## config.mk

```make
export PLATFORM = sky130hd
export DESIGN_NAME = pap_queue_flat
export DESIGN_NICKNAME = d
export VERILOG_FILES = /design/src/pap_pkg.sv /design/src/pap_if.sv /design/src/pap_queue.sv /design/src/flat_wrapper.sv
export SDC_FILE = /design/constraint.sdc
export NUM_CORES = 1
export LEC_CHECK = 0
export ABC_AREA = 1
export BUFFER_PORTS_ARGS = -buffer_cell sky130_fd_sc_hd__buf_2
export CAP_MARGIN = 10
export CORE_MARGIN = 5
export CORE_UTILIZATION = 25
export DETAILED_ROUTE_END_ITERATION = 8
export PLACE_DENSITY = 0.4
export SETUP_SLACK_MARGIN = 0.4
export SYNTH_ARGS = -nofsm -noshare
export SYNTH_HDL_FRONTEND = slang
export SYNTH_SLANG_ARGS = --single-unit
```

## constraint.sdc

```tcl
create_clock -name clk -period 3.63 [get_ports clk]
set_input_delay 0.363 -clock clk [delete_from_list [all_inputs] [get_ports clk]]
set_output_delay 0.363 -clock clk [all_outputs]
set_load 0.05 [all_outputs]
```

## src/pap_pkg.sv

```systemverilog
// Shared types, codes and header offsets for the proxy-ARP / IPv4 forwarder.
// Used by the front end, the output queue and the top level.
// No dependencies.
`default_nettype none
package pap_pkg;

  // command codes
  localparam logic [1:0] CMD_FRAME = 2'd0;
  localparam logic [1:0] CMD_FWD   = 2'd1;
  localparam logic [1:0] CMD_ARP   = 2'd2;

  localparam int DEF_TABLE_ENTRIES = 128;

  // header geometry
  localparam int HDR_BYTES   = 42;
  localparam int ETH_LEN     = 14;
  localparam int ARP_BODY    = 28;
  localparam int IP_MIN      = 34;
  localparam int OFF_ETYPE   = 12;
  localparam int OFF_SRC     = 6;
  localparam int OFF_ARP_OP  = 20;
  localparam int OFF_ARP_SHA = 22;
  localparam int OFF_ARP_SIP = 28;
  localparam int OFF_ARP_THA = 32;
  localparam int OFF_ARP_TIP = 38;
  localparam int OFF_IP_DST  = 30;

  localparam logic [15:0] ETYPE_ARP = 16'h0806;
  localparam logic [15:0] ETYPE_IP  = 16'h0800;
  localparam logic [7:0]  ARP_REPLY = 8'h02;

  localparam int CNT_W = 6;

  typedef struct packed {
    logic [31:0] key;
    logic [47:0] mac;
    logic [31:0] port;
  } entry_t;

  typedef struct packed {
    logic [7:0]  out_byte;
    logic        out_last;
    logic        verdict;
    logic [31:0] out_port;
  } item_t;

endpackage
`default_nettype wire

```

## src/pap_if.sv

```systemverilog
// Valid/ready channel interfaces for the input command stream and the result stream.
// Depends on nothing but the signal widths of the block's fields.
`default_nettype none


interface pap_out_if;
  logic        valid;
  logic        ready;
  logic [7:0]  out_byte;
  logic        out_last;
  logic        verdict;
  logic [31:0] out_port;

  modport source (output valid, out_byte, out_last, verdict, out_port, input ready);
  modport sink   (input valid, out_byte, out_last, verdict, out_port, output ready);
endinterface
`default_nettype wire

```

## src/pap_queue.sv

```systemverilog
// Back end: small result queue between the front end and the output channel.
// Depends on pap_pkg and pap_out_if.
`default_nettype none
module pap_queue
  import pap_pkg::*;
(
  input  wire logic  clk,
  input  wire logic  rst_n,
  input  wire logic  push_valid,
  input  wire item_t push_item,
  output logic       push_ready,
  pap_out_if.source  out_ch
);

  localparam int DEPTH = 4;
  localparam int PW    = $clog2(DEPTH);

  item_t         q_r [DEPTH];
  logic [PW-1:0] wp_r;
  logic [PW-1:0] rp_r;
  logic [PW:0]   cnt_r;
  logic          push;
  logic          pop;

  assign push_ready      = (cnt_r != (PW+1)'(DEPTH));
  assign push            = push_valid && push_ready;
  assign out_ch.valid    = (cnt_r != '0);
  assign pop             = out_ch.valid && out_ch.ready;
  assign out_ch.out_byte = q_r[rp_r].out_byte;
  assign out_ch.out_last = q_r[rp_r].out_last;
  assign out_ch.verdict  = q_r[rp_r].verdict;
  assign out_ch.out_port = q_r[rp_r].out_port;

  // store item
  always_ff @(posedge clk) begin
    if (push) q_r[wp_r] <= push_item;
  end

  // advance pointers
  always_ff @(posedge clk) begin
    if (!rst_n) begin
      wp_r  <= '0;
      rp_r  <= '0;
      cnt_r <= '0;
    end else begin
      if (push) wp_r <= wp_r + PW'(1);
      if (pop)  rp_r <= rp_r + PW'(1);
      cnt_r <= cnt_r + (PW+1)'(push) - (PW+1)'(pop);
    end
  end

endmodule
`default_nettype wire

```

## src/flat_wrapper.sv

```systemverilog
// flat-port wrapper written by rule: the top's interface ports become plain ports
module pap_queue_flat import pap_pkg::*;
  (clk, rst_n, push_valid, push_item, push_ready, out_ch_valid, out_ch_out_byte, out_ch_out_last, out_ch_verdict, out_ch_out_port, out_ch_ready);
  pap_out_if out_ch_i ();
  input  wire logic clk;
  input  wire logic rst_n;
  input  wire logic push_valid;
  input  wire item_t push_item;
  output logic push_ready;
  output wire logic [$bits(out_ch_i.valid)-1:0] out_ch_valid;
  output wire logic [$bits(out_ch_i.out_byte)-1:0] out_ch_out_byte;
  output wire logic [$bits(out_ch_i.out_last)-1:0] out_ch_out_last;
  output wire logic [$bits(out_ch_i.verdict)-1:0] out_ch_verdict;
  output wire logic [$bits(out_ch_i.out_port)-1:0] out_ch_out_port;
  input wire logic [$bits(out_ch_i.ready)-1:0] out_ch_ready;
  assign out_ch_valid = out_ch_i.valid;
  assign out_ch_out_byte = out_ch_i.out_byte;
  assign out_ch_out_last = out_ch_i.out_last;
  assign out_ch_verdict = out_ch_i.verdict;
  assign out_ch_out_port = out_ch_i.out_port;
  assign out_ch_i.ready = out_ch_ready;
  pap_queue u_core (.clk(clk), .rst_n(rst_n), .push_valid(push_valid), .push_item(push_item), .push_ready(push_ready), .out_ch(out_ch_i));
endmodule
```

# Word-level counts from Yosys, hierarchy flattened
# Memories as Yosys holds them, arrays and structs flattened. A register that Yosys moved wholly into a read port is not among the register bits.
# Index checks and enable logic that the tools add are counted.
# totals
n_memories	1
output_inout_bits	44
in_bits	46
reg_bits	7
ram_bits	168
word_cells	16
# memory_table
memory	depth	width	read_ports	rd_clocked_by_memory_dff	write_ports	line_no	rtl
u_core.q_r	4	42	1	1	1	pap_queue.sv:18	item_t q_r [DEPTH];
# classes
n_eq_ne	1
reduce_logical	3
addsub	4
mux	4
# ops
operator	n
$add 2x1->2 const B	2
$mux 2	2
$add 3x1->3	1
$ne 3x3->1 const B	1
$reduce_bool 3->1	1
$sub 3x1->3	1
$logic_and 1x1->1	2
$mux 1	2

# Depth between registers and ports, before layout
# Gate-level depths: netlist (run 1).
# logic_depth
depth_word	4
mapped_depth	10
depth_no_buf	10

# Worst setup path before layout (run 1)
# Ideal clock, no wire load.
# synth_timing
kind	register to register
startpoint	reg u_core.cnt_r[1]
endpoint	mem u_core.q_r[0][0] in the netlist's numbering (enable)
setup_ps	442
setup_slack_ps	296
n_path_buf	0
t_required_ps	3188
stages_incl_launch_ff	5
arrival_time_ps	2892
synth_period_minus_slack_ps	3334
cell_sequence	dfxtp_1 -> nor2_1 -> nand2_1 -> nand2_1 -> nor2_1
# synth_via
elab_chain_cells	4
# synth_lines
item	line_no	rtl
start, declared	pap_queue.sv:21	logic [PW:0] cnt_r;
start signal, assigned	pap_queue.sv:48	cnt_r <= cnt_r + (PW+1)'(push) - (PW+1)'(pop);
$ne 3x3->1	pap_queue.sv:25	assign push_ready = (cnt_r != (PW+1)'(DEPTH));
via push_ready	flat_wrapper.sv:9	output logic push_ready;
$logic_and 1x1->1	pap_queue.sv:26	assign push = push_valid && push_ready;
$mux 1	pap_queue.sv:36	if (push) q_r[wp_r] <= push_item;
$mux 1 (not written as such)	pap_queue.sv:36	
end, declared	pap_queue.sv:18	
# The timed path passes the listed nets, and every way through them passes these cells.

==> key figures, run 1 <==
Setup path
  • Family with the most delay on the worst path: buffers and inverters
  • CP Launch Type: register
  • FF-to-FF End: u_core.q_r[0][12]
  • Critical path depth: 4
  • R2r setup slk: 1410 ps
  • Crit path DAT: 2400 ps
  • Crit end category: primary output
  • CP Class: reg -> out
  • Reg-to-reg startpoint: u_core.cnt_r[1]
  • Worst-path cell chain: buf_4, o21ai_0, o22ai_1, buf_2
  • Crit-path slowest cell: buf_4
  • Crit path buffers/inverters: 2
  • Reg2reg path depth: 5
  • Largest stage delay, worst path: between 500 and 600 ps
  • Critical Path RT: between 3000 and 4000 ps
  • Critical path peak fanout: 56

Run status
  • Status: complete, no violations

Logic synthesis
  • Syn Nets: roughly 530
  • Cells after Synth: 472
  • Sequential fraction of the synthesis area: between 70% and 80%
  • Area contributors post-synth: edfxtp_1, nor2_1, o21ai_0, o22ai_1, dfxtp_1
  • Mapped Avg Cell Area: 14.19 µm²
  • Synth Register Bits: between 150 and 200
  • Synth unique cells: 19
  • Synthesis Warnings: 0
  • Area share of the largest cell type after synthesis: between 70% and 80%
  • Largest area contributor in the netlist: edfxtp_1
  • Synthesized cell area: 6696 µm²

Worst hold path
  • Hold path depth: 1
  • Hold path start: push_item[6]
  • Min-delay worst type: in -> reg
  • Hold endpoint: u_core.q_r[1][6]

Routing
  • Final wirelength: 15,780 µm
  • Drt via density: 4.431
  • Pre-antenna DRT Iters: 4
  • DRT iter0 DRCs: 227
  • # DRC: 0
  • DR WL/cell: 17.23 µm
  • Post-route ant nets: 0
  • Via Count: 4,059

Placed design
  • GP Congestion: 0.6778
  • Post-DP HPWL: 9248 µm
  • Port-buffer cells: 89

GRT
  • Initial antenna violation count: 2
  • First-pass GRT wire length: 24,060 µm
  • Grt ovf: 0
  • GR Util All Layers: about a tenth
  • Vias in the first global route: 4,130
  • Largest net degree at the start of global routing: 59

Floorplanning
  • I/O pins: 90
  • Core area: 26,650 µm²
  • Die height: about 170 µm
  • Row count: 60
  • Horiz. Die Dim: 173.7 µm
  • Initial Util: 25.13%
  • Die area: 30,160 µm²

Final layout
  • Total Nets Final: 614
  • Most common cell after layout, fill and taps aside: edfxtp_1
  • Most frequent cells in the layout: edfxtp_1, nor2_1, buf_2, o21ai_0, o22ai_1
  • P&R area growth vs syn: 23.37%
  • Fraction of layout instances using a drive strength above 1: around a quarter

Pwr
  • Leak pwr: 2.880 nW
  • PD cells: 821.1 nW/µm²
  • Total power: 6.784 mW
  • Max IR drop VDD: 0.0002731 V

Timing
  • Slew Viols, Final: 0
  • Final setup vio count: 0
  • Fin Clk Skew: 8.297 ps
  • Slew @ Worst Pin: 863.4 ps
  • Max Freq: 361.6 MHz
  • Final period demand of the worst path: between 2000 and 3000 ps
  • Final Cycle Share: roughly 76%
  • Final Hold Violating Endpoints: 0
  • RSZ-0062 raised after global routing: false
  • Final setup TNS: 0 ps
  • Relative slew slack: 42.36%

Clock network
  • Root buf cell: clkbuf_16
  • Num CTS Buffers: 17
  • Resized Gates After CTS: 0
  • CTS H-tree lvls: 4
  • TritonCTS clock tree: yes
  • CTS clk-pin slew, worst paths: 70 ps
  • CTS Buffer Depth: 2
  • Post-CTS Hold Buffers: 0
  • CTS Sinks: 177
  • Clock Latency Late Sink: 420 ps
  • Setup bufs post-CTS: 0

Run
  • Max Cap Viol: 0
## power breakdown
part | internal [mW] | switching (mW)
clock | 1.37 | 0.777
combinational | 0.444 | 1.60
sequential | 2.50 | 0.0897
total | 4.32 | 2.47
## state kept, by name, indices dropped and copies added (netlist names), named ones only
signal and flops:
u_core.cnt_r 3, u_core.q_r 168, u_core.rp_r 2, u_core.wp_r 2
## stage by stage
stage               area (µm²)  worst slack [ps]  instances  util [%]  hold WS (ps)
finish                    8262             864.4        916     31.00         154.1
global placement          7555              1339        883     28.35         469.5
floorplan                 6696             296.0        472         -         448.1
global route              8259             713.8        915     30.99         131.3
CTS                       8259             840.6        915     30.99         129.5
detailed placement        7555              1317        883     28.35         475.4
## worst register-to-register path, stage by stage (launching register included)
cell and delay, ps:
dfxtp_1 390, nor2_1 100, nand2_1 160, nand2_1 270
nor2_4 670, buf_12 300
## cell type report
class	instances	area (µm²)
Antenna cell	1	2.502
Clock buffer	17	425.4
Timing Repair Buffer	96	560.5
Sequential cell	177	5230
Multi-Input combinational cell	252	1272
Clock inverter	15	279.0
Inverter	17	65.06
Tap cell	341	426.7
Fill cell	2622	18390
## kinds of logic after synthesis
group / count (synthesis) / synth area share (%)
AND/OR/NAND/NOR: 113 / 6.446
flip-flops: 177 / 78.03
adder cells (fa/ha/maj): 7 / 1.420
buffers and inverters: 43 / 3.419
AO/OA/AOI/OAI: 132 / 10.69
## Yosys cell counts
cell type and number:
a21boi_0 1, buf_6 8, edfxtp_1 168, inv_1 16
ha_1 6, o21ai_0 62, inv_2 1, o22ai_1 42
clkbuf_1 11, dfxtp_1 9, a21oi_1 5, or2_1 1
buf_1 1, nand2_1 12, nand3_1 4, fa_1 1
buf_2 6, nor2_1 96, o21ai_1 22
## worst max-delay path by stage
stage | endpoint | slack [ps]
final | out_ch_out_port[7] | 860
after global routing | out_ch_out_port[1] | 710
after CTS | out_ch_out_port[1] | 840
after detailed placement | out_ch_out_port[1] | 1320
after global placement | out_ch_out_port[23] | 1340
after floorplan | u_core.q_r[0][0] | 300
## per-layer routing
layer | vias up | part of all wire [%] | GRT usage [%] | wire length [µm]
li1 | 1922 | - | - | -
met1 | 2042 | 47 | 13.61 | 7371
met2 | 78 | 48 | 17.01 | 7514
met3 | 13 | 4.7 | 3.708 | 739
met4 | 4 | 0.85 | 2.771 | 134
met5 | - | 0.13 | 0 | 21
(Power assumes the default switching activity.)
==> inputs of run 2 (changes only) <==
--- a/config.mk
+++ b/config.mk
@@ -11,7 +11,7 @@
 export CORE_MARGIN = 5
 export CORE_UTILIZATION = 25
 export DETAILED_ROUTE_END_ITERATION = 8
-export PLACE_DENSITY = 0.4
+export PLACE_DENSITY = 0.42
 export SETUP_SLACK_MARGIN = 0.4
 export SYNTH_ARGS = -nofsm -noshare
 export SYNTH_HDL_FRONTEND = slang
==> constraint.sdc (replaced) <==
create_clock -name clk -period 2.4 [get_ports clk]
set_input_delay 0.24 -clock clk [delete_from_list [all_inputs] [get_ports clk]]
set_output_delay 0.24 -clock clk [all_outputs]
set_load 0.05 [all_outputs]
==> key figures, run 2 (synthesized netlist as in run 1, its figures left out) <==
Timing
  • Relative slew slack: 64.99% (was 42.36%)
  • Final Cycle Share: 81.53%
  • RSZ-0062 raised after global routing: true (was false)
  • WHS: 33.17 ps (was 154.1 ps)
  • Slew @ Worst Pin: 525.1 ps (was 863.4 ps)
  • Final setup TNS: 0 ps (unchanged)
  • Final period demand of the worst path: 1957 ps
  • Final Hold Violating Endpoints: 0 (unchanged)
  • Slew Viols, Final: 0 (unchanged)
  • Max Freq: just over 500 MHz
  • Fin Clk Skew: 11.73 ps (was 8.297 ps)
  • Final setup vio count: 0 (unchanged)

Placed design
  • Dpl cell area: 7600 µm² (was 7555 µm²)
  • GP Congestion: 0.7353 (was 0.6778)
  • Post-DP HPWL: 9647 µm (was 9248 µm)
  • Port-buffer cells: 89 (unchanged)

GRT
  • Initial antenna violation count: 4 (was 2)
  • Largest net degree at the start of global routing: 43 (was 59)
  • M2 GR Usage: 19.91% (was 17.01%)
  • First-pass GRT wire length: 26,300 µm (was 24,060 µm)
  • GR Util All Layers: 11.51% (was 10.55%)
  • Vias in the first global route: 4,363 (was 4,130)
  • Busiest grt layer: met2 (unchanged)
  • GR Util met3: 3.882% (was 3.708%)
  • Grt ovf: 0 (unchanged)
  • Met1 GRT Util: 14.20% (was 13.61%)

Routing
  • Drt via density: 4.513 (was 4.431)
  • # DRC: 0 (unchanged)
  • Pre-antenna DRT Iters: 4 (unchanged)
  • DRT iter0 DRCs: 323 (was 227)
  • Via Count: 4,215 (was 4,059)
  • Post-route ant nets: 0 (unchanged)
  • DR WL/cell: 19.58 µm (was 17.23 µm)
  • Final wirelength: 18,290 µm (was 15,780 µm)

Floorplanning
  • Horiz. Die Dim: 173.7 µm (unchanged)
  • I/O pins: 90 (unchanged)
  • Initial Util: 25.13% (unchanged)
  • Row count: 60 (unchanged)
  • Core area: 26,650 µm² (unchanged)
  • Die area: 30,160 µm² (unchanged)
  • Die height: 173.7 µm (unchanged)

Setup path
  • Crit-path slowest cell: dfxtp_4 (was buf_4)
  • Critical path peak fanout: 21 (was 56)
  • Largest stage delay, worst path: 380 ps (was 570 ps)
  • Worst-path cell chain: buf_12, buf_16, o21ai_0, o22ai_1, buf_4 (was buf_4, o21ai_0, o22ai_1, buf_2)
  • Crit path DAT: 1720 ps (was 2400 ps)
  • CP Launch Type: register (unchanged)
  • Critical Path RT: 2160 ps (was 3270 ps)
  • Family with the most delay on the worst path: buffers and inverters (unchanged)
  • Crit end category: primary output (unchanged)
  • CP Class: reg -> out (unchanged)
  • Crit path buffers/inverters: 3 (was 2)
  • R2r setup slk: 570 ps (was 1410 ps)

Pwr
  • Leak pwr: 3.046 nW (was 2.880 nW)
  • PD cells: 1196 nW/µm² (was 821.1 nW/µm²)
  • Max IR drop VDD: 0.0005323 V (was 0.0002731 V)

Final layout
  • P&R area growth vs syn: 29.09% (was 23.37%)
  • Fraction of layout instances using a drive strength above 1: 28.33% (was 23.52%)
  • Regs by FF count: u_core.q_r (168), u_core.cnt_r (3) (unchanged)
  • Max reg flops: 168 (unchanged)
  • Antenna diodes: 0 (was 1)
  • Reg with most FFs: u_core.q_r (unchanged)
  • Design Area, Final: 8645 µm² (was 8262 µm²)
  • Most common cell after layout, fill and taps aside: edfxtp_1 (unchanged)
  • Post-layout util: 32.44% (was 31.00%)
  • Total Nets Final: 633 (was 614)
  • Most frequent cells in the layout: edfxtp_1, nor2_1, o21ai_0, buf_2, buf_4 (was edfxtp_1, nor2_1, buf_2, o21ai_0, o22ai_1)

Clock network
  • Num CTS Buffers: 17 (unchanged)
  • TritonCTS clock tree: yes (unchanged)
  • CTS Sinks: 177 (unchanged)
  • Post-CTS Hold Buffers: 0 (unchanged)
  • CTS Buffer Depth: 2 (unchanged)
  • Clock Latency Late Sink: 420 ps (about the same)
  • Root buf cell: clkbuf_16 (unchanged)
  • CTS H-tree lvls: 4 (unchanged)
  • CTS clk-pin slew, worst paths: 70 ps (about the same)

Worst hold path
  • Min-delay worst type: in -> reg (unchanged)

Run
  • Max Cap Viol: 0 (unchanged)

Run status
  • Status: complete, no violations (unchanged)
## run 2: path summary, 6_finish.rpt
kind | from | endpoint | cells past startpoint
min | push_item[6] | u_core.q_r[0][6] | 1
max reg2reg | u_core.cnt_r[1] | u_core.cnt_r[2] | 9
max | register | out_ch_out_byte[6] | 5
min reg2reg | u_core.rp_r[0] | u_core.rp_r[0] | 2
## run 2: cell type report
class                           instances  area (µm²)
Timing Repair inverter                  1       8.758
Tap cell                              341       426.7
Clock inverter                         11       81.33
Sequential cell                       177        5235
Timing Repair Buffer                  114       996.0
Clock buffer                           21       450.4
Multi-Input combinational cell        252        1356
Inverter                               17       90.09
Fill cell                            2630       18010
## run 2: layer usage
| layer | share of wire (%) | vias to the layer above |
|---|---|---|
| li1 | - | 1968 |
| met1 | 43 | 2121 |
| met2 | 51 | 102 |
| met3 | 4.3 | 18 |
| met4 | 0.65 | 6 |
| met5 | 0.18 | - |
## run 2: through the flow
stage	power [mW]	setup WS, ps	std cells
global placement	7.158	472.0	891
global route	10.85	357.1	934
finish	10.34	443.3	934
CTS	10.07	338.7	927
floorplan	6.293	483.0	472
detailed placement	7.205	413.4	891
## run 2: power breakdown
group,internal (mW),total (mW),switching [mW]
combinational,1.21,3.91,2.71
clock,1.36,2.51,1.15
sequential,3.78,3.91,0.123
## run 2: what timing repair did
item / 4_1_cts / 5_1_grt
setup buffers: 1 / 2
resized for setup: 43 / 46
setup endpoints to repair: 43 / 43
pin swaps: 1 / 4
gates cloned: 3 / 5
==> inputs of run 3 (changes only) <==
--- a/config.mk
+++ b/config.mk
@@ -5,13 +5,13 @@
 export SDC_FILE = /design/constraint.sdc
 export NUM_CORES = 1
 export LEC_CHECK = 0
-export ABC_AREA = 1
+export ABC_AREA = 0
 export BUFFER_PORTS_ARGS = -buffer_cell sky130_fd_sc_hd__buf_2
 export CAP_MARGIN = 10
 export CORE_MARGIN = 5
 export CORE_UTILIZATION = 25
 export DETAILED_ROUTE_END_ITERATION = 8
-export PLACE_DENSITY = 0.42
+export PLACE_DENSITY = 0.4
 export SETUP_SLACK_MARGIN = 0.4
 export SYNTH_ARGS = -nofsm -noshare
 export SYNTH_HDL_FRONTEND = slang
==> constraint.sdc (replaced) <==
create_clock -name clk -period 1.9 [get_ports clk]
set_input_delay 0.19 -clock clk [delete_from_list [all_inputs] [get_ports clk]]
set_output_delay 0.19 -clock clk [all_outputs]
set_load 0.05 [all_outputs]
==> key figures, run 3 <==
Run status
  • Status: complete, but fails checks (was complete, no violations)
  • Failing checks: setup timing

GRT
  • Largest net degree at the start of global routing: 36 (was 43)
  • Initial antenna violation count: 1 (was 4)
  • GR Util All Layers: 10.20% (was 11.51%)
  • Vias in the first global route: 3,672 (was 4,363)
  • First-pass GRT wire length: 22,000 µm (was 26,300 µm)
  • Grt ovf: 0 (unchanged)

Placed design
  • GP Congestion: 0.6534 (was 0.7353)
  • Placed Cells: 701 (was 891)
  • Dpl cell area: 7635 µm² (was 7600 µm²)
  • Port-buffer cells: 89 (unchanged)
  • Post-DP HPWL: 8478 µm (was 9647 µm)

Logic synthesis
  • Sequential fraction of the synthesis area: 79.24% (was 78.03%)
  • Synth Flop Type: edfxtp_1 (unchanged)
  • Most frequent cell after synthesis: edfxtp_1 (unchanged)
  • Largest area contributor in the netlist: edfxtp_1 (unchanged)
  • Synth unique cells: 21 (was 19)
  • Synth top cells by count: edfxtp_1, mux4_2, dfxtp_1, and2_1, ha_1 (was edfxtp_1, nor2_1, o21ai_0, o22ai_1, o21ai_1)
  • Synthesized cell area: 6594 µm² (was 6696 µm²)
  • Synth Register Bits: 177 (unchanged)
  • Synthesis Warnings: 0 (unchanged)
  • Cells after Synth: 268 (was 472)
  • Post-synth EDFFs: 168 (unchanged)
  • Area share of the largest cell type after synthesis: 76.51% (was 75.34%)
  • Area contributors post-synth: edfxtp_1, mux4_2, dfxtp_1, buf_12, ha_1 (was edfxtp_1, nor2_1, o21ai_0, o22ai_1, dfxtp_1)
  • Mapped Avg Cell Area: 24.60 µm² (was 14.19 µm²)
  • Syn Nets: 321 (was 525)
  • Ys async rst share: 0% (unchanged)

Final layout
  • Total Nets Final: 528 (was 633)
  • Post-layout util: 38.02% (was 32.44%)
  • Fraction of layout instances using a drive strength above 1: 50.20% (was 28.33%)
  • Design Area, Final: 9878 µm² (was 8645 µm²)
  • Antenna diodes: 0 (unchanged)
  • Reg with most FFs: u_core.q_r (unchanged)
  • Most common cell after layout, fill and taps aside: edfxtp_1 (unchanged)
  • Most frequent cells in the layout: edfxtp_1, buf_6, buf_2, mux4_2, dlygate4sd3_1 (was edfxtp_1, nor2_1, o21ai_0, buf_2, buf_4)
  • Non-filler instance count after layout: 823 (was 934)
  • Max reg flops: 168 (unchanged)
  • Regs by FF count: u_core.q_r (168), u_core.cnt_r (3) (unchanged)
  • P&R area growth vs syn: 49.81% (was 29.09%)

Routing
  • Via Count: 3,412 (was 4,215)
  • DR WL/cell: 18.92 µm (was 19.58 µm)
  • DRT iter0 DRCs: 214 (was 323)
  • Drt via density: 4.146 (was 4.513)
  • Post-route ant nets: 0 (unchanged)
  • # DRC: 0 (unchanged)
  • Pre-antenna DRT Iters: 4 (unchanged)
  • Final wirelength: 15,570 µm (was 18,290 µm)

Timing
  • Final Hold Violating Endpoints: 0 (unchanged)
  • Fin Clk Skew: 9.068 ps (was 11.73 ps)
  • Worst setup margin: -150.5 ps (was 443.3 ps)
  • Final setup vio count: 42 (was 0)
  • Max Freq: 487.7 MHz
  • Final period demand of the worst path: roughly 2000 ps
  • Slew @ Worst Pin: 261.0 ps (was 525.1 ps)
  • Slew Viols, Final: 0 (unchanged)
  • RSZ-0062 raised after global routing: true (unchanged)
  • WHS: 88.74 ps (was 33.17 ps)
  • Final Cycle Share: 107.9%
  • Relative slew slack: 82.60% (was 64.99%)

Clock network
  • Clock Latency Late Sink: 420 ps (about the same)
  • CTS Sinks: 177 (unchanged)
  • CTS H-tree lvls: 4 (unchanged)
  • Root buf cell: clkbuf_16 (unchanged)
  • TritonCTS clock tree: yes (unchanged)
  • CTS Buffer Depth: 2 (unchanged)
  • Num CTS Buffers: 17 (unchanged)
  • CTS clk-pin slew, worst paths: 70 ps (about the same)

Floorplanning
  • Initial Util: 25.38% (was 25.13%)
  • Row count: 59 (was 60)
  • Die height: 172.4 µm (was 173.7 µm)
  • Horiz. Die Dim: 172.4 µm (was 173.7 µm)
  • I/O pins: 90 (unchanged)
  • Core area: 25,980 µm² (was 26,650 µm²)
  • Die area: 29,720 µm² (was 30,160 µm²)

Run
  • Max Cap Viol: 0 (unchanged)

Setup path
  • Launch point of the critical path: u_core.cnt_r[0]
  • CP Launch Type: register (unchanged)
  • Critical Path RT: 2220 ps (was 2160 ps)
  • FF-to-FF End: u_core.cnt_r[2] (unchanged)
  • Reg-to-reg startpoint: u_core.cnt_r[0] (was u_core.cnt_r[1])
  • Worst setup path end: u_core.cnt_r[2] (was out_ch_out_byte[6])
  • Crit end category: register (was primary output)
  • Crit-path slowest cell: fa_2 (was dfxtp_4)
  • R2r setup slk: -150 ps (was 570 ps)
  • Critical path peak fanout: 2 (was 21)
  • Crit path DAT: 2370 ps (was 1720 ps)
  • Worst-path cell chain: o31a_1, ha_1, inv_1, ha_1, inv_1, fa_2, xnor2_2, xnor2_1, and2_1 (was buf_12, buf_16, o21ai_0, o22ai_1, buf_4)
  • Largest stage delay, worst path: 350 ps (was 380 ps)
  • CP Class: reg -> reg (was reg -> out)
  • Reg2reg path depth: 9 (unchanged)

Worst hold path
  • Min-delay worst type: in -> reg (unchanged)
  • Hold path start: rst_n (was push_item[6])

Pwr
  • Leak pwr: 3.453 nW (was 3.046 nW)
  • PD cells: 1407 nW/µm² (was 1196 nW/µm²)
  • Max IR drop VDD: 0.0005799 V (was 0.0005323 V)
run 3: logic make-up after synthesis:
logic type / synth area share [%]
simple gates: 1.385
mux: 14.76
flops: 79.24
buf+inv: 2.087
fa+ha+maj: 1.442
compound gates: 0.5504
xor+xnor: 0.5313
run 3: final cells by class:
| class | instances | area [µm²] |
|---|---|---|
| multi-input cells | 75 | 1261 |
| well taps | 335 | 419.2 |
| clock buffers | 17 | 425.4 |
| repair buffers | 199 | 2351 |
| flip-flops and latches | 177 | 5236 |
| fillers | 2404 | 16110 |
| inverters | 5 | 18.77 |
| clock inverters | 15 | 166.4 |
run 3: worst min-delay path by stage:
stage | cells past startpoint | endpoint
2_1_floorplan | 0 | u_core.q_r[0][0]
3_3_place_gp | 1 | u_core.q_r[0][34]
3_5_place_dp | 1 | u_core.q_r[2][27]
4_1_cts | 2 | u_core.cnt_r[1]
5_1_grt | 2 | u_core.cnt_r[1]
6_report | 2 | u_core.cnt_r[1]
run 3: routing by layer:
metal	vias up	track usage [%]	routed length, µm
met4	2	2.666	136
met3	10	3.064	708
met2	70	18.01	8411
li1	1543	-	-
met5	-	0	7
met1	1787	12.16	6310
run 3: power by group:
group	leakage, nW	internal, mW	switching [mW]	total (mW)
Sequential	1.62	4.74	0.109	4.85
Combinational	1.55	2.63	2.97	5.60
Clock	0.289	1.88	1.57	3.45
Total	3.45	9.25	4.65	13.9
run 3: worst max-delay path: cells and delay by family (launching register included):
family / cells / cell delay (ps)
adders and majority gates: 3 / 780
DFF: 1 / 320
AOI/OAI and AO/OA: 1 / 310
xor gates and xnor gates: 2 / 280
and+or+nand+nor: 1 / 150
buffers and inverters: 2 / 110
run 3: per-stage QoR:
| stage | setup slack [ps] | power [mW] | setup TNS [ps] |
|---|---|---|---|
| 6_report | -150.5 | 13.90 | -1637 |
| 5_1_grt | -240.2 | 14.56 | -4583 |
| 4_1_cts | -133.5 | 13.66 | -2987 |
| 3_5_place_dp | -125.0 | 8.948 | -125.0 |
| 3_3_place_gp | -60.45 | 8.902 | -60.45 |
| 2_1_floorplan | -63.58 | 7.911 | -63.58 |
run 3: what timing repair did:
item / in CTS / in global routing
cloned: 8 / 9
buffers inserted: 16 / 15
setup endpoints to repair: 214 / 215
hold buffers: 42 / 0
hold endpoints to repair: 168 / 0
resized for setup: 121 / 28
pin swaps: 5 / 2
